[src/hw/rtl/assert_macros.svh]
// Assertion macros shared by the RTL of the matrix-to-quaternion block.
// Depends on nothing; included by files that carry concurrent assertions.
`ifndef ASSERT_MACROS_SVH
`define ASSERT_MACROS_SVH
`ifndef SYNTHESIS
`define M2Q_ASSERT_IMPLY(lbl, clk, rst_n, ante, cons, msg) \
    lbl: assert property (@(posedge clk) disable iff (!rst_n) (ante) |-> (cons)) \
        else $error(msg);
`define M2Q_ASSERT_NEVER(lbl, clk, rst_n, cond, msg) \
    lbl: assert property (@(posedge clk) disable iff (!rst_n) !(cond)) \
        else $error(msg);
`else
`define M2Q_ASSERT_IMPLY(lbl, clk, rst_n, ante, cons, msg)
`define M2Q_ASSERT_NEVER(lbl, clk, rst_n, cond, msg)
`endif
`endif

[src/hw/rtl/m2q_pkg.sv]
// Types, constants and width helpers for the matrix-to-quaternion block.
// Depends on nothing; used by every module of the block.
`timescale 1ns / 1ps
package m2q_pkg;

    localparam int FRAC_BITS_DEF = 14;
    localparam int ELEM_W        = 16;
    // Sums and differences of two elements, negated, need 18 signed bits.
    localparam int NUM_W         = 18;
    localparam int LANES         = 3;

    typedef enum logic [1:0] {
        CASE_TRACE = 2'd0,
        CASE_X     = 2'd1,
        CASE_Y     = 2'd2,
        CASE_Z     = 2'd3
    } t_case;

    typedef struct packed {
        logic signed [ELEM_W-1:0] elem_00;
        logic signed [ELEM_W-1:0] elem_01;
        logic signed [ELEM_W-1:0] elem_02;
        logic signed [ELEM_W-1:0] elem_10;
        logic signed [ELEM_W-1:0] elem_11;
        logic signed [ELEM_W-1:0] elem_12;
        logic signed [ELEM_W-1:0] elem_20;
        logic signed [ELEM_W-1:0] elem_21;
        logic signed [ELEM_W-1:0] elem_22;
    } t_m2q_in;

    typedef struct packed {
        logic signed [ELEM_W-1:0] quat_w;
        logic signed [ELEM_W-1:0] quat_x;
        logic signed [ELEM_W-1:0] quat_y;
        logic signed [ELEM_W-1:0] quat_z;
        t_case                    case_taken;
        logic                     degenerate;
    } t_m2q_out;

    // Magnitude bits of a positive root argument.
    function automatic int mag_bits(input int f);
        return ((f > 17) ? f : 17) + 1;
    endfunction

    // Bits of the square root of the scaled root argument.
    function automatic int sq_w(input int f);
        return (mag_bits(f) + f + 1) >> 1;
    endfunction

endpackage

[src/hw/rtl/m2q_sqrt.sv]
// Pipelined integer square root, one result bit per stage, with sideband.
// Depends on m2q_pkg.
`timescale 1ns / 1ps
module m2q_sqrt #(
    parameter int FRAC_BITS = m2q_pkg::FRAC_BITS_DEF,
    parameter int SIDE_W    = 1
) (
    input  logic                                  i_clk,
    input  logic                                  i_rst_n,
    input  logic                                  i_en,
    input  logic                                  i_valid,
    input  logic [2*m2q_pkg::sq_w(FRAC_BITS)-1:0] i_rad,
    input  logic [SIDE_W-1:0]                     i_side,
    output logic                                  o_valid,
    output logic [m2q_pkg::sq_w(FRAC_BITS)-1:0]   o_root,
    output logic [SIDE_W-1:0]                     o_side
);
    localparam int SQ_W  = m2q_pkg::sq_w(FRAC_BITS);
    localparam int RAD_W = 2 * SQ_W;
    localparam int REM_W = SQ_W + 3;

    logic              r_v    [0:SQ_W];
    logic [REM_W-1:0]  r_rem  [0:SQ_W];
    logic [SQ_W-1:0]   r_root [0:SQ_W];
    logic [RAD_W-1:0]  r_rad  [0:SQ_W];
    logic [SIDE_W-1:0] r_side [0:SQ_W];

    always_ff @(posedge i_clk) begin
        if (!i_rst_n) begin
            r_v[0] <= 1'b0;
        end else if (i_en) begin
            r_v[0] <= i_valid;
        end
    end

    always_ff @(posedge i_clk) begin
        if (i_en) begin
            r_rem[0]  <= '0;
            r_root[0] <= '0;
            r_rad[0]  <= i_rad;
            r_side[0] <= i_side;
        end
    end

    for (genvar s = 0; s < SQ_W; s++) begin : g_stage
        logic [REM_W-1:0] n_sh;
        logic [REM_W-1:0] n_trial;
        logic             n_ge;

        assign n_sh    = {r_rem[s][REM_W-3:0], r_rad[s][RAD_W-1 -: 2]};
        assign n_trial = {1'b0, r_root[s], 2'b01};
        assign n_ge    = (n_sh >= n_trial);

        always_ff @(posedge i_clk) begin
            if (!i_rst_n) begin
                r_v[s+1] <= 1'b0;
            end else if (i_en) begin
                r_v[s+1] <= r_v[s];
            end
        end

        always_ff @(posedge i_clk) begin
            if (i_en) begin
                r_rem[s+1]  <= n_ge ? (n_sh - n_trial) : n_sh;
                r_root[s+1] <= {r_root[s][SQ_W-2:0], n_ge};
                r_rad[s+1]  <= {r_rad[s][RAD_W-3:0], 2'b00};
                r_side[s+1] <= r_side[s];
            end
        end
    end

    assign o_valid = r_v[SQ_W];
    assign o_root  = r_root[SQ_W];
    assign o_side  = r_side[SQ_W];
endmodule

[config.mk]
export PLATFORM = sky130hd
export DESIGN_NAME = m2q_sqrt
export DESIGN_NICKNAME = d
export VERILOG_FILES = /design/src/hw/rtl/assert_macros.svh /design/src/hw/rtl/m2q_pkg.sv /design/src/hw/rtl/m2q_sqrt.sv
export SDC_FILE = /design/constraint.sdc
export NUM_CORES = 1
export LEC_CHECK = 0
export ABC_AREA = 1
export BUFFER_PORTS_ARGS = -buffer_cell sky130_fd_sc_hd__buf_2
export CORE_ASPECT_RATIO = 1.25
export CORE_MARGIN = 8
export CORE_UTILIZATION = 30
export DETAILED_ROUTE_END_ITERATION = 6
export PLACE_DENSITY_LB_ADDON = 0.25
export SETUP_SLACK_MARGIN = 0.4
export SLEW_MARGIN = 20
export SYNTH_ARGS = -nofsm -noshare
export SYNTH_HDL_FRONTEND = slang
export SYNTH_SLANG_ARGS = --single-unit
[constraint.sdc]
create_clock -name i_clk -period 4.11 [get_ports i_clk]
set_input_delay 0.822 -clock i_clk [delete_from_list [all_inputs] [get_ports i_clk]]
set_output_delay 0.822 -clock i_clk [all_outputs]
set_load 0.1 [all_outputs]
==> flow_results.org, run 1 <==
** Status
- Status :: finished clean

** Layout
- The number of antenna diodes in the final layout is 0.
- The count of cells in the finished layout, fillers not included, comes to 5,198.
- Share of final-layout standard cells stronger than drive strength 1 :: 9.010%
- Post-layout nets :: 3,846
- From synthesis to final layout, the design area changed by 13.27%.
- Finished layout cell area :: 0.03919 sq mm

** Critical path
- The worst setup path is captured at a flip-flop.
- CP Data Arrival Time :: 2.94 ns
- The worst setup path is launched from a flip-flop.
- Critical Setup Path Class :: flip-flop to flip-flop
- CP Max Fanout :: 13
- At the worst endpoint, the required time is 4.52 ns.

** Floorplan
- Die area :: 0.1265 sq mm
- Chip width :: 319.7 um
- The floorplan has 139 rows.
- Area of the placeable core :: 0.1146 sq mm
- Starting utilization of the core area :: 30.19%
- In this run the count of I/O pins placed on the die edge is 55.
- Die Ht :: 395.7 um

** Place
- After legalization and detailed placement, the total HPWL measured 55.03 mm.
- Routability-driven placement finished with a final weighted congestion of 0.8515.
- Counting tap cells, the placed design contains a total of 5,058 instances.
- During placement, the flow inserted port buffers numbering 54.
- The placed instances occupy a cell area of 0.03663 sq mm.

** Synth
- Count of different cell masters after synthesis :: 51
- Average size of a mapped cell :: 9.748 sq um
- Share of the synthesized area in the top cell type :: 58.85%
- Dominant cells by area after synthesis :: sky130_fd_sc_hd__edfxtp_1, sky130_fd_sc_hd__nand2_1, sky130_fd_sc_hd__inv_1
- For this run, the number of Yosys warnings is 0.
- Ranked by instance count, the synthesized netlist is headed by sky130_fd_sc_hd__nand2_1, sky130_fd_sc_hd__edfxtp_1, sky130_fd_sc_hd__inv_1.
- Of the synthesized area, sequential elements account for 58.91%.
- Number of enable-type register cells in the synthesized netlist :: 678
- Summing every instance area after synthesis gives 0.03460 sq mm.
- In the synthesized netlist the async set-or-reset flop fraction comes to 0%.
- Most common cell in the netlist :: sky130_fd_sc_hd__nand2_1
- The cell count after synthesis came out at 3,549.
- The synthesized design spends more area on one cell type than any other, namely sky130_fd_sc_hd__edfxtp_1.
- Register bit total from synthesis :: 679
- Flip-flop cell with the highest count after synthesis :: sky130_fd_sc_hd__edfxtp_1
- The number of nets in the synthesized netlist is 3,738.

** Timing
- Setup skew after layout :: 0.02474 ns
- Setup violations remaining at the end of the flow were counted as 0.
- In the finished design, the share of the clock period the worst path needs comes to 61.50%.
- The hold violation count in the final report is 0.
- Crit path time final :: 2.528 ns
- Total negative setup slack :: 0 ns
- Final max-slew violation count :: 0
- Unrepaired setup endpoints after global routing :: no
- Actual transition at the worst max-transition pin :: 0.7348 ns
- The worst pin sits at a relative slew slack of 51.01%.
- Based on the critical path, the design can be clocked at up to 395.6 MHz.

** Min path
- The min-delay analysis places its worst path in the category input pin to flip-flop.

** Detailed routing
- After detailed routing, the number of remaining DRC violations is 0.
- Drt first pass iters :: 5
- Final wirelength :: 72.63 mm
- The detail route stage leaves a number of antenna-violating nets equal to 0.
- Dividing the detail-routed via count by the number of cells gives 4.395.
- Number of vias in the routed layout :: 22,847
- Wire length per cell after detailed routing :: 13.97 um
- Number of design-rule violations left by the first detailed-router iteration :: 1,228

** Power and ir drop
- Per report_power, the combinational group accounts for 16.4% of the total.
- Sequential cells account for 46.9% of the total power.
- Peak supply drop :: 0.0003649 V
- Switching part of the total power :: 27.78%
- Power density cells :: 478.9 mW/mm^2
- The internal power of the cells totals 13,550 uW.
- For this design the static power due to leakage is 0.01752 uW.
- Clock network fraction of design power :: 36.7%
- Summed over all nets, the switching power comes to 5214 uW.

** Clocking
- Clock tree from TritonCTS :: done
- Clk Tree Root Cell :: sky130_fd_sc_hd__clkbuf_16
- CTS buffer count :: 77
- Counting along the longest clock path gives a buffer depth of 3.
- The H-tree was split into 3 levels.
- Clock transition at the register clock pins on the worst setup and hold paths after CTS :: 0.06 ns
- The clock reaches the later pin of the worst-skew pair after 0.67 ns.
- Once the clock tree was built, the resizer swapped 0 gates to a different size.
- Number of clock sinks :: 679
- The number of hold buffers added after CTS was 0.
- In this run the post-CTS setup repair buffer count came out at 0.

** Global route
- Summed over all layers, the global routing overflow is 0.
- Number of global-route vias before repair :: 22,923
- Number of antenna violations at the first check in global routing :: 0
- Aggregate global-route resource usage :: 11.37%
- The first global-routing pass estimated 116.5 mm of wire.
- Pin count of the biggest net entering global routing :: 119

** Run
- Maxcap violations :: 0
area by class of cell:
cell class	instances	area, sq um
Timing Repair Buffer	68	473.0
Sequential cell	679	20380
Tap cell	1480	1852
Multi-Input combinational cell	2203	11570
Fill cell	11588	75420
Clock inverter	48	554.3
Clock buffer	92	2004
Inverter	628	2357
power by group through the flow:
stage / clock network, uW / registers, uW / logic (uW)
final: 6890 / 8800 / 3080
after global routing: 7430 / 8860 / 3520
after detailed placement: 0 / 8950 / 3100
after floorplan: 0 / 8850 / 2240
after CTS: 7170 / 8810 / 3120
after global placement: 0 / 8940 / 3080
per-layer routing:
layer	vias to the layer above	global-route usage [%]	wire, um
li1	11842	-	-
met1	10536	11.34	27390
met2	309	22.49	40270
met3	160	1.887	2103
met4	0	5.431	2872
met5	-	0	0
critical path: stages, from the launching register on:
cell and delay, ns:
sky130_fd_sc_hd__edfxtp_1 0.40, sky130_fd_sc_hd__ha_1 0.42, sky130_fd_sc_hd__inv_1 0.11, sky130_fd_sc_hd__nor2_1 0.09, sky130_fd_sc_hd__nand2_1 0.12, sky130_fd_sc_hd__nor2_4 0.15, sky130_fd_sc_hd__nand4_1 0.57, sky130_fd_sc_hd__nand4_1 0.33
sky130_fd_sc_hd__nand2_1 0.08
cell usage in the layout, fill, tap and decap left out, types with 9 or more instances in the layout:
cell                           n
sky130_fd_sc_hd__clkbuf_16    78
sky130_fd_sc_hd__edfxtp_1    678
sky130_fd_sc_hd__inv_2        17
sky130_fd_sc_hd__o21ai_0      45
sky130_fd_sc_hd__nand3b_1     26
sky130_fd_sc_hd__xor2_1       60
sky130_fd_sc_hd__nor2_2       15
sky130_fd_sc_hd__or2_2        15
sky130_fd_sc_hd__clkbuf_1     14
sky130_fd_sc_hd__nand2_2      41
sky130_fd_sc_hd__a21oi_1     103
sky130_fd_sc_hd__bufinv_16     9
sky130_fd_sc_hd__ha_1        152
sky130_fd_sc_hd__clkinv_1     11
sky130_fd_sc_hd__nand3_1     174
sky130_fd_sc_hd__nand4_1      94
sky130_fd_sc_hd__nand2_1    1113
sky130_fd_sc_hd__buf_2        53
sky130_fd_sc_hd__nor2_1      194
sky130_fd_sc_hd__a21oi_2      17
sky130_fd_sc_hd__xnor2_1      22
sky130_fd_sc_hd__clkinv_2     12
sky130_fd_sc_hd__o21ai_1      12
sky130_fd_sc_hd__nor3_1       46
sky130_fd_sc_hd__inv_1       611
sky130_fd_sc_hd__nor2_4       15
state kept, by name (all words and copies together) (netlist names):
name and count:
r_side 17, r_rad 272, r_rem 237, r_v 17, r_root 136
logic make-up (layout without fill, tap and decap cells):
logic type                 count (synthesis)  in the layout  synth area share [%]
AOI/OAI and AO/OA                        197            197                 3.193
xor gates and xnor gates                  82             82                 2.076
adders and majority gates                152            152                 5.497
buffers and inverters                    667            836                 7.656
DFF                                      679            679                 58.91
other                                      1              1               0.01084
and+or+nand+nor                         1771           1771                 22.66
final timing paths:
check                     startpoint                       to  slack (ns)  cells after the start
min                        i_rad[30]   r_rad[0][30]$_DFFE_PP_        0.33                      1
min reg2reg  r_rad[0][176]$_DFFE_PP_  r_rad[0][210]$_DFFE_PP_        0.41                      0
max reg2reg  r_rem[0][219]$_DFFE_PP_  r_rem[0][229]$_DFFE_PP_        1.58                      8
max          r_rem[0][219]$_DFFE_PP_  r_rem[0][229]$_DFFE_PP_        1.58                      8
stage by stage:
stage	setup WS, ns	utilization, %	power (uW)	hold WS, ns
2_1_floorplan	2.202	-	11090	0.4003
3_3_place_gp	1.702	31.96	12020	0.4012
3_5_place_dp	1.638	31.96	12050	0.4045
4_1_cts	1.626	34.19	19090	0.2690
5_1_grt	1.428	34.19	19820	0.2928
6_report	1.582	34.19	18770	0.3320
Power figures use the tool's default switching activity.
==> inputs of run 2 (changes only) <==
Clock period 4.11 ns to 2.6 ns, I/O delays scaled along.
==> run 2 against run 1 <==
Effect of this change:
- sequential share of layout area decreased by 1.9 points
- clock power grew 61%
- global-route usage increased by 0.20 points
- power grew 61%
- via count increased by 1.6%
- first-iteration DRC count shrank 7.7%
- sequential power grew 59%
- combinational power is 68% higher
- critical path type unchanged
- largest power group unchanged
- highest routed layer unchanged
==> flow_results.org, run 2 (synthesis results as in run 1) <==
** Detailed routing
- Final wirelength :: 75.63 mm
- In the final routing, the length of wire on met1 measures 28.29 mm.
- Via/cell ratio :: 4.389
- Drt first pass iters :: 7
- Summed over all nets, wire length on met3 after detailed routing comes to 2.308 mm.
- Summing over every cut layer, the via total after detailed routing is 23,211.
- Wire length per cell after detailed routing :: 14.30 um
- Once detail routing completed, the nets flagged for antenna violations numbered 0.
- The first routing iteration left 1,133 violations.
- Highest routed layer :: met4
- For this run, design rule violations remaining after detail routing come to 0.
- After detailed routing, the met2 layer carries 41.88 mm of wire.

** Critical path
- In this design, the stage delay of the slowest critical-path cell is 0.48 ns.
- Data arrives at the worst endpoint at 2.51 ns.
- Category of cells accounting for the largest share of critical-path delay :: simple AND/OR/NAND/NOR gates
- STA puts the critical path data required time at 2.99 ns.
- Startpoint class of the critical path :: flip-flop
- Sort of element at the end of the critical path :: flip-flop
- On the critical path, the stage with the largest delay is an instance of sky130_fd_sc_hd__edfxtp_1.
- Of all nets on the critical path, the largest fanout is 14.
- The number of buffers and inverters on the critical path is 2.
- Walking the worst path, the cells encountered are inv_1, ha_1, nand2_1, nor2_4, nand3_1, nand3_2, nor2_4, buf_12, nand2_1, nand2_1.
- The cell that appears most often on the critical path is sky130_fd_sc_hd__nand2_1.
- Critical Setup Path Class :: flip-flop to flip-flop

** Floorplan
- Number of top-level design ports :: 55
- Cell Rows :: 139
- Die Ht :: 395.7 um
- Chip width :: 319.7 um
- Starting utilization of the core area :: 30.19%
- In this run the standard cell core region covers 0.1146 sq mm.
- Die area :: 0.1265 sq mm

** Place
- The congestion estimate from routability-driven global placement came to 0.8720.
- IO buf count :: 54
- Number of placed instances with taps included :: 5,077
- The HPWL after detailed placement is 56.08 mm.
- DP Worst Slack :: 0.2540 ns

** Clocking
- In this run the number of H-tree levels came out at 3.
- CTS buffer count :: 76
- Clock tree from TritonCTS :: done
- CTS max path bufs :: 3
- For the worst-skew pair, the clock arrives at the later sink with an insertion delay of 0.66 ns.
- Clock-pin slew was measured on the worst setup and hold paths at 0.06 ns.
- The tree is rooted in a sky130_fd_sc_hd__clkbuf_16.
- Clock tree synthesis found a total of 679 sinks.

** Timing
- Measured against its own limit, the worst slew margin works out to 55.31%.
- The max-slew violation total from the final report came to 0.
- Setup skew after layout :: 0.02535 ns
- Total negative setup slack :: 0 ns
- For the pin with the worst max-slew slack, the measured transition is 0.6703 ns.
- Counting I/O delays and the setup requirement, the final critical path takes 2.124 ns.
- Total setup violations reported at the end of the flow :: 0
- Setup slack closes at 0.4755 ns.
- Unrepaired setup endpoints after global routing :: yes
- After layout, the worst path uses 81.71% of the clock period.
- Final-report hold violation count :: 0
- Derived from the worst setup path, the maximum achievable clock frequency is 470.7 MHz.
- Worst hold slack across all endpoints :: 0.07211 ns

** Layout
- The library cell used most frequently in the layout, excluding fill and tap cells, is sky130_fd_sc_hd__nand2_1.
- 0 antenna diodes ended up in the layout.
- Largest registers :: r_rad x272, r_rem x237, r_root x136
- Fin cells :: 5,288
- Post-layout nets :: 3,936
- In the layout the commonest cells are sky130_fd_sc_hd__nand2_1, sky130_fd_sc_hd__edfxtp_1, sky130_fd_sc_hd__inv_1, sky130_fd_sc_hd__nor2_1, sky130_fd_sc_hd__nand3_1.
- Share of final-layout standard cells stronger than drive strength 1 :: 12.21%
- Number of fill cells :: 11,499
- The register with the most flip-flops in the layout has 272 of them.
- Top reg by flops :: r_rad
- From synthesis to final layout, the design area changed by 17.60%.

** Run
- Maxcap violations :: 0

** Status
- Status :: finished clean

** Power and ir drop
- Final total power :: 30,270 uW
- For this design the static power due to leakage is 0.01798 uW.
- Power density cells :: 744.0 mW/mm^2
- Peak supply drop :: 0.0005746 V

** Global route
- Across every metal layer, demand over resource in global routing totals 11.57%.
- For this run the aggregate overflow at the end of global routing stands at 0.
- Number of global-route vias before repair :: 23,186
- Pin count of the biggest net entering global routing :: 112
- First-pass GRT wire length :: 118.3 mm
- Number of antenna violations at the first check in global routing :: 0

** Min path
- The min-delay analysis places its worst path in the category input pin to flip-flop.
run 2: timing repair:
action                                  4_1_cts  5_1_grt
gates cloned                                  0        3
hold buffers                                 28        0
endpoints found under the hold margin        28        0
resized for setup                             6       94
pin swaps                                     7       14
buffers inserted                             12       29
endpoints found under the setup margin       73      189
run 2: path summary, 6_finish.rpt:
path	slack (ns)	endpoint	start	depth (start not counted)
max	0.48	r_rem[0][160]$_DFFE_PP_	r_root[0][114]$_DFFE_PP_	10
min	0.07	r_rad[0][9]$_DFFE_PP_	i_rad[9]	1
max reg2reg	0.48	r_rem[0][160]$_DFFE_PP_	r_root[0][114]$_DFFE_PP_	10
min reg2reg	0.41	r_rad[0][110]$_DFFE_PP_	r_rad[0][76]$_DFFE_PP_	0
run 2: layer usage:
layer | up-vias | global-route usage, %
met2 | 298 | 22.88
met1 | 10725 | 11.43
li1 | 12023 | -
met3 | 165 | 2.228
met5 | - | 0
met4 | 0 | 5.326
run 2: power by group:
group          internal [uW]  switching (uW)
logic                   1860            3320
registers              13300             622
clock network           6720            4420
total                  21900            8360
run 2: layout make-up:
cell class,instances,area (sq um),area share [%]
flip-flops and latches,679,20380,50.09
well taps,1480,1852,4.551
multi-input cells,2206,12170,29.91
repair buffers,156,1341,3.297
clock inverters,47,539.3,1.325
inverters,628,2360,5.800
clock buffers,92,2046,5.028
run 2: through the flow:
step           utilization [%]  cell area [sq um]
2_1_floorplan                -              34600
3_5_place_dp             32.08              36770
6_report                 35.50              40690
5_1_grt                  35.50              40690
4_1_cts                  34.74              39810
3_3_place_gp             32.08              36770
