`src/hw/rtl/assert_macros.svh`:
```
// Assertion macros shared by the RTL of the matrix-to-quaternion block.
// Depends on nothing; included by files that carry concurrent assertions.
`ifndef ASSERT_MACROS_SVH
`define ASSERT_MACROS_SVH
`ifndef SYNTHESIS
`define M2Q_ASSERT_IMPLY(lbl, clk, rst_n, ante, cons, msg) \
    lbl: assert property (@(posedge clk) disable iff (!rst_n) (ante) |-> (cons)) \
        else $error(msg);
`define M2Q_ASSERT_NEVER(lbl, clk, rst_n, cond, msg) \
    lbl: assert property (@(posedge clk) disable iff (!rst_n) !(cond)) \
        else $error(msg);
`else
`define M2Q_ASSERT_IMPLY(lbl, clk, rst_n, ante, cons, msg)
`define M2Q_ASSERT_NEVER(lbl, clk, rst_n, cond, msg)
`endif
`endif

```
`src/hw/rtl/m2q_pkg.sv`:
```
// Types, constants and width helpers for the matrix-to-quaternion block.
// Depends on nothing; used by every module of the block.
`timescale 1ns / 1ps
package m2q_pkg;

    localparam int FRAC_BITS_DEF = 14;
    localparam int ELEM_W        = 16;
    // Sums and differences of two elements, negated, need 18 signed bits.
    localparam int NUM_W         = 18;
    localparam int LANES         = 3;

    typedef enum logic [1:0] {
        CASE_TRACE = 2'd0,
        CASE_X     = 2'd1,
        CASE_Y     = 2'd2,
        CASE_Z     = 2'd3
    } t_case;

    typedef struct packed {
        logic signed [ELEM_W-1:0] elem_00;
        logic signed [ELEM_W-1:0] elem_01;
        logic signed [ELEM_W-1:0] elem_02;
        logic signed [ELEM_W-1:0] elem_10;
        logic signed [ELEM_W-1:0] elem_11;
        logic signed [ELEM_W-1:0] elem_12;
        logic signed [ELEM_W-1:0] elem_20;
        logic signed [ELEM_W-1:0] elem_21;
        logic signed [ELEM_W-1:0] elem_22;
    } t_m2q_in;

    typedef struct packed {
        logic signed [ELEM_W-1:0] quat_w;
        logic signed [ELEM_W-1:0] quat_x;
        logic signed [ELEM_W-1:0] quat_y;
        logic signed [ELEM_W-1:0] quat_z;
        t_case                    case_taken;
        logic                     degenerate;
    } t_m2q_out;

    // Magnitude bits of a positive root argument.
    function automatic int mag_bits(input int f);
        return ((f > 17) ? f : 17) + 1;
    endfunction

    // Bits of the square root of the scaled root argument.
    function automatic int sq_w(input int f);
        return (mag_bits(f) + f + 1) >> 1;
    endfunction

endpackage

```
`src/hw/rtl/m2q_front.sv`:
```
// Front stage: trace, case selection, root argument and lane numerators.
// Depends on m2q_pkg.
`timescale 1ns / 1ps
module m2q_front #(
    parameter int FRAC_BITS = m2q_pkg::FRAC_BITS_DEF
) (
    input  logic                                 i_clk,
    input  logic                                 i_rst_n,
    input  logic                                 i_en,
    input  logic                                 i_valid,
    input  m2q_pkg::t_m2q_in                     i_item,
    output logic                                 o_valid,
    output logic [2*m2q_pkg::sq_w(FRAC_BITS)-1:0] o_rad,
    output m2q_pkg::t_case                       o_sel,
    output logic signed [m2q_pkg::NUM_W-1:0]     o_num [m2q_pkg::LANES]
);
    localparam int MAG_W = m2q_pkg::mag_bits(FRAC_BITS);
    localparam int ARG_W = MAG_W + 1;
    localparam int RAD_W = 2 * m2q_pkg::sq_w(FRAC_BITS);
    localparam int NW    = m2q_pkg::NUM_W;

    logic signed [NW-1:0]    e00, e01, e02, e10, e11, e12, e20, e21, e22;
    logic signed [NW-1:0]    trace;
    logic signed [ARG_W-1:0] one_a, a00, a11, a22, arg;
    m2q_pkg::t_case          n_sel;
    logic [RAD_W-1:0]        n_rad;
    logic signed [NW-1:0]    n_num [m2q_pkg::LANES];

    logic                    r_valid;
    logic [RAD_W-1:0]        r_rad;
    m2q_pkg::t_case          r_sel;
    logic signed [NW-1:0]    r_num [m2q_pkg::LANES];

    always_comb begin
        e00 = NW'(i_item.elem_00);
        e01 = NW'(i_item.elem_01);
        e02 = NW'(i_item.elem_02);
        e10 = NW'(i_item.elem_10);
        e11 = NW'(i_item.elem_11);
        e12 = NW'(i_item.elem_12);
        e20 = NW'(i_item.elem_20);
        e21 = NW'(i_item.elem_21);
        e22 = NW'(i_item.elem_22);
        trace = e00 + e11 + e22;
        one_a = ARG_W'(1) << FRAC_BITS;
        a00 = ARG_W'(e00);
        a11 = ARG_W'(e11);
        a22 = ARG_W'(e22);
        // Signs of each case are folded into the numerators.
        if (trace > 0) begin
            n_sel = m2q_pkg::CASE_TRACE;
            arg = one_a + a00 + a11 + a22;
            n_num[0] = e12 - e21;
            n_num[1] = e02 - e20;
            n_num[2] = e10 - e01;
        end else if (e00 > e11 && e00 > e22) begin
            n_sel = m2q_pkg::CASE_X;
            arg = one_a + a00 - a11 - a22;
            n_num[0] = e21 - e12;
            n_num[1] = e01 + e10;
            n_num[2] = e02 + e20;
        end else if (e11 > e22) begin
            n_sel = m2q_pkg::CASE_Y;
            arg = one_a + a11 - a00 - a22;
            n_num[0] = e20 - e02;
            n_num[1] = e01 + e10;
            n_num[2] = -(e12 + e21);
        end else begin
            n_sel = m2q_pkg::CASE_Z;
            arg = one_a + a22 - a00 - a11;
            n_num[0] = e01 - e10;
            n_num[1] = e02 + e20;
            n_num[2] = -(e12 + e21);
        end
        // A root argument that is not positive gives a zero radicand.
        if (arg > 0) begin
            n_rad = RAD_W'({arg[ARG_W-2:0], {FRAC_BITS{1'b0}}});
        end else begin
            n_rad = '0;
        end
    end

    always_ff @(posedge i_clk) begin
        if (!i_rst_n) begin
            r_valid <= 1'b0;
        end else if (i_en) begin
            r_valid <= i_valid;
        end
    end

    always_ff @(posedge i_clk) begin
        if (i_en) begin
            r_rad <= n_rad;
            r_sel <= n_sel;
            r_num <= n_num;
        end
    end

    assign o_valid = r_valid;
    assign o_rad   = r_rad;
    assign o_sel   = r_sel;
    assign o_num   = r_num;
endmodule

```
`config.mk`:
```
export PLATFORM = sky130hd
export DESIGN_NAME = m2q_front
export DESIGN_NICKNAME = d
export VERILOG_FILES = /design/src/hw/rtl/assert_macros.svh /design/src/hw/rtl/m2q_pkg.sv /design/src/hw/rtl/m2q_front.sv
export SDC_FILE = /design/constraint.sdc
export NUM_CORES = 1
export LEC_CHECK = 0
export ABC_AREA = 1
export BUFFER_PORTS_ARGS = -buffer_cell sky130_fd_sc_hd__buf_2
export CAP_MARGIN = 20
export CORE_MARGIN = 3
export CORE_UTILIZATION = 42
export DETAILED_ROUTE_END_ITERATION = 6
export GPL_TIMING_DRIVEN = 0
export HOLD_SLACK_MARGIN = 0.02
export RECOVER_POWER = 25
export SETUP_SLACK_MARGIN = 0.4
export SLEW_MARGIN = 20
export SYNTH_ARGS = -nofsm -noshare
export SYNTH_HDL_FRONTEND = slang
export SYNTH_SLANG_ARGS = --single-unit
```
`constraint.sdc`:
```
create_clock -name i_clk -period 5 [get_ports i_clk]
set_input_delay 0.5 -clock i_clk [delete_from_list [all_inputs] [get_ports i_clk]]
set_output_delay 0.5 -clock i_clk [all_outputs]
set_load 0.02 [all_outputs]
```
==> results of run 1 <==
==> final cells by class <==
cell class | count | area (sq um) | area share (%)
Multi-Input combinational cell | 2004 | 14300 | 68.5
Sequential cell | 73 | 2180 | 10.4
Inverter | 459 | 1730 | 8.30
Timing Repair Buffer | 238 | 1240 | 5.93
Tap cell | 585 | 732 | 3.50
Buffer | 74 | 398 | 1.91
Clock buffer | 9 | 225 | 1.08
Clock inverter | 7 | 60.1 | 0.288
==> per-layer routing <==
layer / global-route usage, % / vias to the layer above
met5: 0 / -
met4: 4.25 / 8
met3: 3.55 / 49
met2: 42.0 / 692
met1: 46.6 / 8583
li1: - / 8909
==> flip-flops by register name, indices dropped and copies added, names as in the netlist <==
name and count:
o_sel 2, o_rad 18, o_num 52, o_valid 1
==> where the power goes <==
group / switching (mW) / internal (mW)
registers: 0.0735 / 0.926
logic: 2.93 / 1.41
clock network: 0.341 / 0.346
==> per-stage QoR <==
stage,TNS [ns],cell area [sq um]
floorplan,0,18400
global placement,-36.85,20300
detailed placement,-27.26,20300
CTS,0,20700
global route,0,20900
finish,0,20900
==> worst reg2reg max path, delay by kind of cell (launching register included) <==
kind               cells  cell delay [ns]
DFF                    1             0.31
AOI/OAI and AO/OA      2             0.22
==> cell usage in the layout, fill, tap and decap left out, types with 14 or more instances in the layout <==
| cell type | synthesis | layout |
|---|---|---|
| a21boi_0 | 15 | 15 |
| a21o_1 | 18 | 18 |
| a21oi_1 | 223 | 220 |
| a31oi_1 | 18 | 18 |
| buf_2 | 10 | 231 |
| buf_4 | 17 | 32 |
| clkbuf_1 | 43 | 40 |
| conb_1 | 1 | 14 |
| edfxtp_1 | 72 | 72 |
| fa_1 | 80 | 78 |
| ha_1 | 354 | 352 |
| inv_1 | 453 | 450 |
| nand2_1 | 496 | 488 |
| nand3_1 | 107 | 106 |
| nand3b_1 | 17 | 17 |
| nand4_1 | 16 | 16 |
| nor2_1 | 195 | 189 |
| nor3_1 | 18 | 18 |
| o21ai_0 | 144 | 139 |
| o221ai_1 | 21 | 19 |
| xnor2_1 | 22 | 22 |
| xor2_1 | 124 | 124 |
==> logic make-up (layout without fill, tap and decap cells) <==
logic type               Yosys count  after routing
AND/OR/NAND/NOR                  883            883
buffers and inverters            533            787
AO/OA/AOI/OAI                    526            526
adder cells (fa/ha/maj)          434            434
XOR/XNOR                         146            146
flip-flops                        73             73
other                              1             14
multiplexers                       1              1
==> final timing paths <==
check	cells past startpoint	slack, ns	startpoint	endpoint
setup / recovery	19	0.55	i_item[15]	o_num[18]
setup reg to reg	2	4.31	o_valid	o_valid
hold reg to reg	2	0.55	o_valid	o_valid
hold / removal	3	0.37	i_valid	o_valid
==> repair_timing <==
action                                  4_1_cts  5_1_grt
resized for setup                            14       41
hold buffers                                  0        0
endpoints found under the setup margin       59       57
pin swaps                                     0        6
setup buffers                                 0       15
==> run metrics, run 1 <==
outcome complete, but fails checks; failing checks max-capacitance violations, max-slew violations; Power, Total 6.03 mW; drt total wl 69100 um; mux cell area share after synthesis 0.0612%; CP cell instances buf_2 > inv_1 > ha_1 > nor2_1 > nand2_1 > nor4_4 > buf_4 > buf_4 > nand4_1 > nand2_1 > inv_1 > nand3_1 > inv_1 > buf_2 > nor2_4 > clkinvlp_4 > nand2_2 > inv_1 > o21ai_1; Startpoint Class primary input; Post-synth EDFFs 72; Num CTS Buffers 9; Async SR Flop Fraction 0%; Top Metal Used met5; # diodes 0; Max-slew headroom -104%; routed via count 18241; cell repeated most along the worst path inv_1; FMAX 0.225 GHz; DR vias/cell 5.29; Synth Cell Area 18400 sq um; leakage 11.2 nW; worst IR drop on VDD 152 uV; Synthesis Warnings 0; CTS clk-pin slew, worst paths 0.07 ns; crit-path max cell delay 0.41 ns; largest net degree at the start of global routing 51; Post-DRT Antenna Nets 0; CTS tree done; main combinational cell family by area after synthesis adder cells; delay-heaviest family, CP buffers and inverters; residual DRC count 0; unrepaired setup endpoints after global routing true; Commonest cells post-synth nand2_1 (496), inv_1 (453), ha_1 (354); Mapped Cells 2597; Simple-Gate Fraction of Synth Area 20.2%; dpl ws -1.13 ns; Final Hold Viols 0; Layout Area Growth over Synthesis 13.5%; GRT Overall Usage 29.1%; vias in the first global route 17605; hold_ws 0.367 ns; area leader, netlist ha_1; Fillers 4547; DR WL/cell 20.0 um; # rows 76; Final period util 89.0%; Max Fanout on Critical Path 10; H-tree levels 3; top-area cell type share of the netlist area 24.1%; synth top area cells ha_1 (24%), edfxtp_1 (12%), nand2_1 (10%); Worst-Margin Slew 3.06 ns; port buffer count 222; Die Wd 215 um; die height 215 um; post-synthesis adder-cell area fraction 32.8%; WL met1 34800 um; io pins 237; part of the Yosys area used for sequential elements 11.9%; initial antenna violation count 5; ys flop type edfxtp_1; Hold WC Path Type primary input to flop; Yosys reg bits 73; CP Data Arrival Time 4.57 ns; critical path class primary input to flop; Buf/Inv on CP 9; Starting Density 42.6%; # Max-Cap Violations 1; Period minus WS final 4.45 ns; most frequent cell after synthesis nand2_1; HPWL Detailed 59100 um; wire length on met3 5600 um; PwrDens 289 nW/um^2; Iter 0 DRT Violations 1543; CTS sink cnt 73; Synth Area in Compound Gates 16.6%; Core ar. 43200 sq um; Cell Count, Final, Fillers Out 3449; CTS max path bufs 2; XOR/XNOR Fraction of Synth Area 6.95%; crit path max-delay cell type o21ai_1; Critical Path RT 5.12 ns; Root Buffer clkbuf_16; Crit. End Element flop; first-pass GRT wire length 105000 um; gr ovfl total 0; worst setup margin 0.548 ns; syn avg cell area 7.08 sq um; Final #Nets 3441; number of distinct library cells after synthesis 60; fin util 48.4%; Final Max Tran Viols 51; Die ar. 46300 sq um; Met2 Wirelength 27700 um; Final setup viols 0; DRT Pass-1 Iters 7; Post-Place Cells 3418; global placer's final weighted congestion 1.02; clk_lat worst skew 0.36 ns; share of layout cells above drive strength 1 12.3%; Clock Skews 0 ns
Power figures use the tool's default switching activity.
==> inputs of run 2 (changes only) <==
RECOVER_POWER = unset   (was 25)
==> run 2 against run 1 <==
The flow now finishes without violations. Largest power group unchanged. Critical path depth is 4 higher. Register-to-register slack better by 0.05 ns. Highest routed layer unchanged. Sequential power is essentially flat. First-iteration DRC count grew 6.3%. Critical path type unchanged. Combinational power about the same. Global-route usage unchanged. Die area unchanged. Setup slack improved by 0.046 ns. Utilization is 0.064 points higher. Power hardly changed.
==> run metrics, run 2 (synthesis results as in run 1) <==
routed via count 18311; Final Max Tran Viols 0; CP cell instances buf_2 > inv_1 > ha_1 > nor2_1 > nand2_1 > nor2_2 > nand4_1 > nand3_2 > buf_2 > nand2_1 > nand3_1 > nand2_1 > inv_1 > nand2_1 > nand2_1 > nand2_1 > nor2_1 > nand2_1 > nor2_2 > nand2_1 > nand2_4 > buf_12 > nor2_1; PwrDens 288 nW/um^2; gr ovfl total 0; R2R Path Start o_valid; Final setup viols 0; sequential share of power 16.5%; delay-heaviest family, CP simple AND/OR/NAND/NOR gates; CTS sink cnt 73; dpl ws -1.13 ns; HPWL Detailed 59100 um; Startpoint Class primary input; die height 215 um; switching share of total power 55.5%; Crit. End Element flop; global placer's final weighted congestion 1.02; CTS clk-pin slew, worst paths 0.07 ns; first-pass GRT wire length 105000 um; Worst-Margin Slew 0.829 ns; max reg flops 52; crit-path max cell delay 0.47 ns; # diodes 0; CTS Hold Buffers Added 0; Die ar. 46300 sq um; P_int 2.68 mW; most common cell after layout, fill and taps aside nand2_1; # rows 76; Cell Count, Final, Fillers Out 3449; Root Buffer clkbuf_16; Layout Area Growth over Synthesis 13.7%; vias in the first global route 17605; Num CTS Buffers 9; Final Hold Viols 0; # Max-Cap Violations 0; FMAX 0.227 GHz; Placement Cell Area 20300 sq um; register-to-register setup slack 4.36 ns; Critical Path End o_rad[23]; Period minus WS final 4.41 ns; crit path max-delay cell type nand4_1; hold_ws 0.366 ns; port buffer count 222; Comb power frac 72.1%; Hold WC Path Type primary input to flop; residual DRC count 0; io pins 237; commonest cells after routing, fill and taps aside nand2_1 (488), inv_1 (450), ha_1 (352); CP Data Arrival Time 4.52 ns; Die Wd 215 um; share of layout cells above drive strength 1 12.4%; Max Fanout on Critical Path 10; Clock Skews 0 ns; Psw 3.35 mW; Post-Place Cells 3418; Starting Density 42.6%; DRT Pass-1 Iters 6; unrepaired setup endpoints after global routing true; start point of the critical path i_item[15]; cell repeated most along the worst path nand2_1; Post-DRT Antenna Nets 0; Buf/Inv on CP 5; Max-slew headroom 44.2%; worst IR drop on VDD 152 uV; Critical Path RT 5.12 ns; clk_lat worst skew 0.36 ns; Final #Nets 3441; worst setup margin 0.594 ns; critical path class primary input to flop; DR vias/cell 5.31; GRT Overall Usage 29.1%; leakage 11.3 nW; largest net degree at the start of global routing 51; design area 20900 sq um; DR WL/cell 20.0 um; drt total wl 69100 um; CTS max path bufs 2; Core ar. 43200 sq um; Power, Total 6.03 mW; Iter 0 DRT Violations 1640; H-tree levels 3; clock power share 11.4%; CTS tree done; outcome complete, no violations; Final period util 88.1%; R2R Path End o_valid; FF-to-FF path depth 2; stages on the worst setup path 23; initial antenna violation count 5
-- run 2: cell types whose count changed in the layout (fill, tap and decap cells not counted), sizes merged --
cell    delta
buf        +2
clkbuf     -2
-- run 2: timing repair --
item	in CTS	in global routing
pin swaps	0	6
resized for setup	14	41
gates cloned	0	0
endpoints found under the setup margin	59	57
buffers inserted	0	15
-- run 2: worst min-delay path by stage --
stage	start	to	depth (start not counted)
6_report	i_valid	o_valid	3
5_1_grt	i_valid	o_valid	3
4_1_cts	i_valid	o_valid	3
3_5_place_dp	o_valid	o_valid	2
3_3_place_gp	o_valid	o_valid	2
2_1_floorplan	i_en	o_valid	1
-- run 2: worst min-delay path, stage by stage --
cell	delay, ns
buf_2	0.10
inv_1	0.04
a21oi_1	0.05
-- run 2: through the flow --
| stage | setup TNS [ns] | util [%] |
|---|---|---|
| after floorplan | 0 | - |
| after global placement | -36.85 | 47.0 |
| after detailed placement | -27.26 | 47.1 |
| after CTS | 0 | 47.8 |
| after global routing | 0 | 48.4 |
| final | 0 | 48.4 |
-- run 2: final cells by class --
class | instances | area (sq um)
fill | 4541 | 22300
clock inverter | 7 | 60.1
multi-input combinational | 2004 | 14300
buffer | 74 | 398
clock buffer | 9 | 225
timing repair buffer | 238 | 1270
inverter | 459 | 1730
tap | 585 | 732
sequential | 73 | 2180
-- run 2: power groups by stage --
stage | logic (mW) | clock network, mW | registers (mW)
after floorplan | 2.50 | 0 | 1.20
after global placement | 4.10 | 0 | 1.01
after detailed placement | 4.12 | 0 | 1.01
after CTS | 4.16 | 0.701 | 0.999
after global routing | 4.75 | 0.716 | 1.01
final | 4.35 | 0.687 | 0.997
-- run 2: per-layer routing --
layer	up-vias	share of wire [%]	track usage, %
li1	8899	-	-
met1	8647	51	46.6
met2	696	40	42.0
met3	61	7.8	3.55
met4	8	1.5	4.25
met5	-	0.084	0
==> inputs of run 3 (changes only) <==
CORE_ASPECT_RATIO = 1.4   (was unset)
==> run 3 against run 2 <==
Clock skew did not move. Global-route usage grew 1.2 points. Worst hold slack improved by 0.0060 ns. Combinational power down 3%. Maximum frequency down 1.8%. Critical endpoint is now o_num[32].
==> run metrics, run 3 (synthesis results as in run 1) <==
Iter 0 DRT Violations 1064; DR vias/cell 5.31; share of layout cells above drive strength 1 11.2%; residual DRC count 0; Final setup viols 0; R2R Path Start o_valid; Critical Path RT 5.08 ns; dpl ws -1.01 ns; Period minus WS final 4.49 ns; CTS Hold Buffers Added 0; drt total wl 72200 um; Max Fanout on Critical Path 10; PwrDens 287 nW/um^2; CTS clk-pin slew, worst paths 0.06 ns; routed via count 18086; Startpoint Class primary input; Final Hold Viols 0; largest net degree at the start of global routing 49; global placer's final weighted congestion 1.01; leakage 11.2 nW; Worst Hold End o_valid; Final Max Tran Viols 0; Post-Place Cells 3385; die height 254 um; initial antenna violation count 3; unrepaired setup endpoints after global routing false; Starting Density 42.5%; Final TNS setup 0 ns; Die Wd 183 um; Final #Nets 3428; Layout Area Growth over Synthesis 12.5%; worst IR drop on VDD 181 uV; outcome complete, no violations; port buffer count 222; Post-DRT Antenna Nets 0; Worst-Margin Slew 0.876 ns; first-pass GRT wire length 105000 um; Core ar. 43200 sq um; most common cell after layout, fill and taps aside nand2_1; clk_lat worst skew 0.36 ns; Crit. End Element flop; Clock Skews 0 ns; DR WL/cell 21.2 um; Hold WC Path Type primary input to flop; Hold Path Cell Cnt 3; vias in the first global route 17925; gr ovfl total 0; Root Buffer clkbuf_16; Cell Count, Final, Fillers Out 3405; critical path class primary input to flop; H-tree levels 3; io pins 237; FMAX 0.223 GHz; Fillers 4628; R2R Path End o_valid; commonest cells after routing, fill and taps aside nand2_1 (494), inv_1 (453), ha_1 (354); HPWL Detailed 63100 um; CTS sink cnt 73; CP Data Arrival Time 4.56 ns; DRT Pass-1 Iters 6; hold_ws 0.372 ns; Num CTS Buffers 9; # Max-Cap Violations 0; GRT Overall Usage 30.2%; HP Start i_valid; register-to-register setup slack 4.36 ns; Max-slew headroom 41.6%; max reg flops 52; Final period util 89.7%; CTS max path bufs 2; worst setup margin 0.515 ns; Die ar. 46400 sq um; FF-to-FF path depth 2; CTS tree done; # rows 90
## run 3: cell count changes in the layout (fill, tap and decap cells not counted), moves of 3 or more
cell | before | now
inv_1 | 450 | 453
clkinvlp_4 | 6 | 0
nor2_1 | 189 | 192
nand2_2 | 11 | 5
nand2_1 | 488 | 494
buf_4 | 33 | 19
## run 3: cell type report
cell class	instances	area (sq um)	area share [%]
Multi-Input combinational cell	2004	14200	68.8
Timing Repair Buffer	225	1170	5.65
Clock buffer	10	229	1.11
Antenna cell	2	5.00	0.0242
Sequential cell	73	2180	10.5
Clock inverter	6	65.1	0.314
Inverter	459	1720	8.33
Buffer	74	399	1.93
Tap cell	552	691	3.34
## run 3: through the flow
step	utilization, %	total power, mW	area [sq um]
final	47.9	5.95	20700
after global routing	47.8	6.38	20700
after CTS	47.7	5.91	20600
after detailed placement	46.9	5.20	20300
after global placement	46.8	5.18	20200
after floorplan	-	3.71	18400
## run 3: power breakdown
part	switching, mW	internal, mW	leakage (nW)
sequential	0.113	0.928	0.710
combinational	2.85	1.37	10.4
clock	0.296	0.389	0.145
total	3.26	2.69	11.2
## run 3: critical path: stages
cell and delay [ns]:
buf_2 0.18, inv_1 0.20, ha_1 0.42, nor2_1 0.16, nand2_1 0.10, nor2_2 0.33, nand4_1 0.44, nand3_1 0.46
inv_2 0.24, nor2_4 0.37, inv_1 0.31, nand2_2 0.37, a21oi_1 0.06, o21ai_0 0.19, o221ai_1 0.21
## run 3: how the worst max path moves through the flow
stage	start	to
floorplan	i_item[3]	o_rad[23]
global placement	i_item[15]	o_num[32]
detailed placement	i_item[15]	o_num[32]
CTS	i_item[15]	o_num[32]
global route	i_item[3]	o_rad[20]
finish	i_item[15]	o_num[32]
## run 3: routing by layer
metal / share of wire [%] / wire (um) / up-vias / track usage (%)
li1: - / - / 8892 / -
met1: 37 / 26400 / 8425 / 31.5
met2: 51 / 37000 / 591 / 56.6
met3: 3.7 / 2660 / 178 / 2.76
met4: 8.4 / 6050 / 0 / 21.4
met5: 0 / 0 / - / 0
## run 3: repair_timing
action | 4_1_cts | 5_1_grt
endpoints found under the setup margin | 52 | 33
pin swaps | 0 | 2
gates cloned | 0 | 0
resized for setup | 11 | 17
setup buffers | 0 | 2
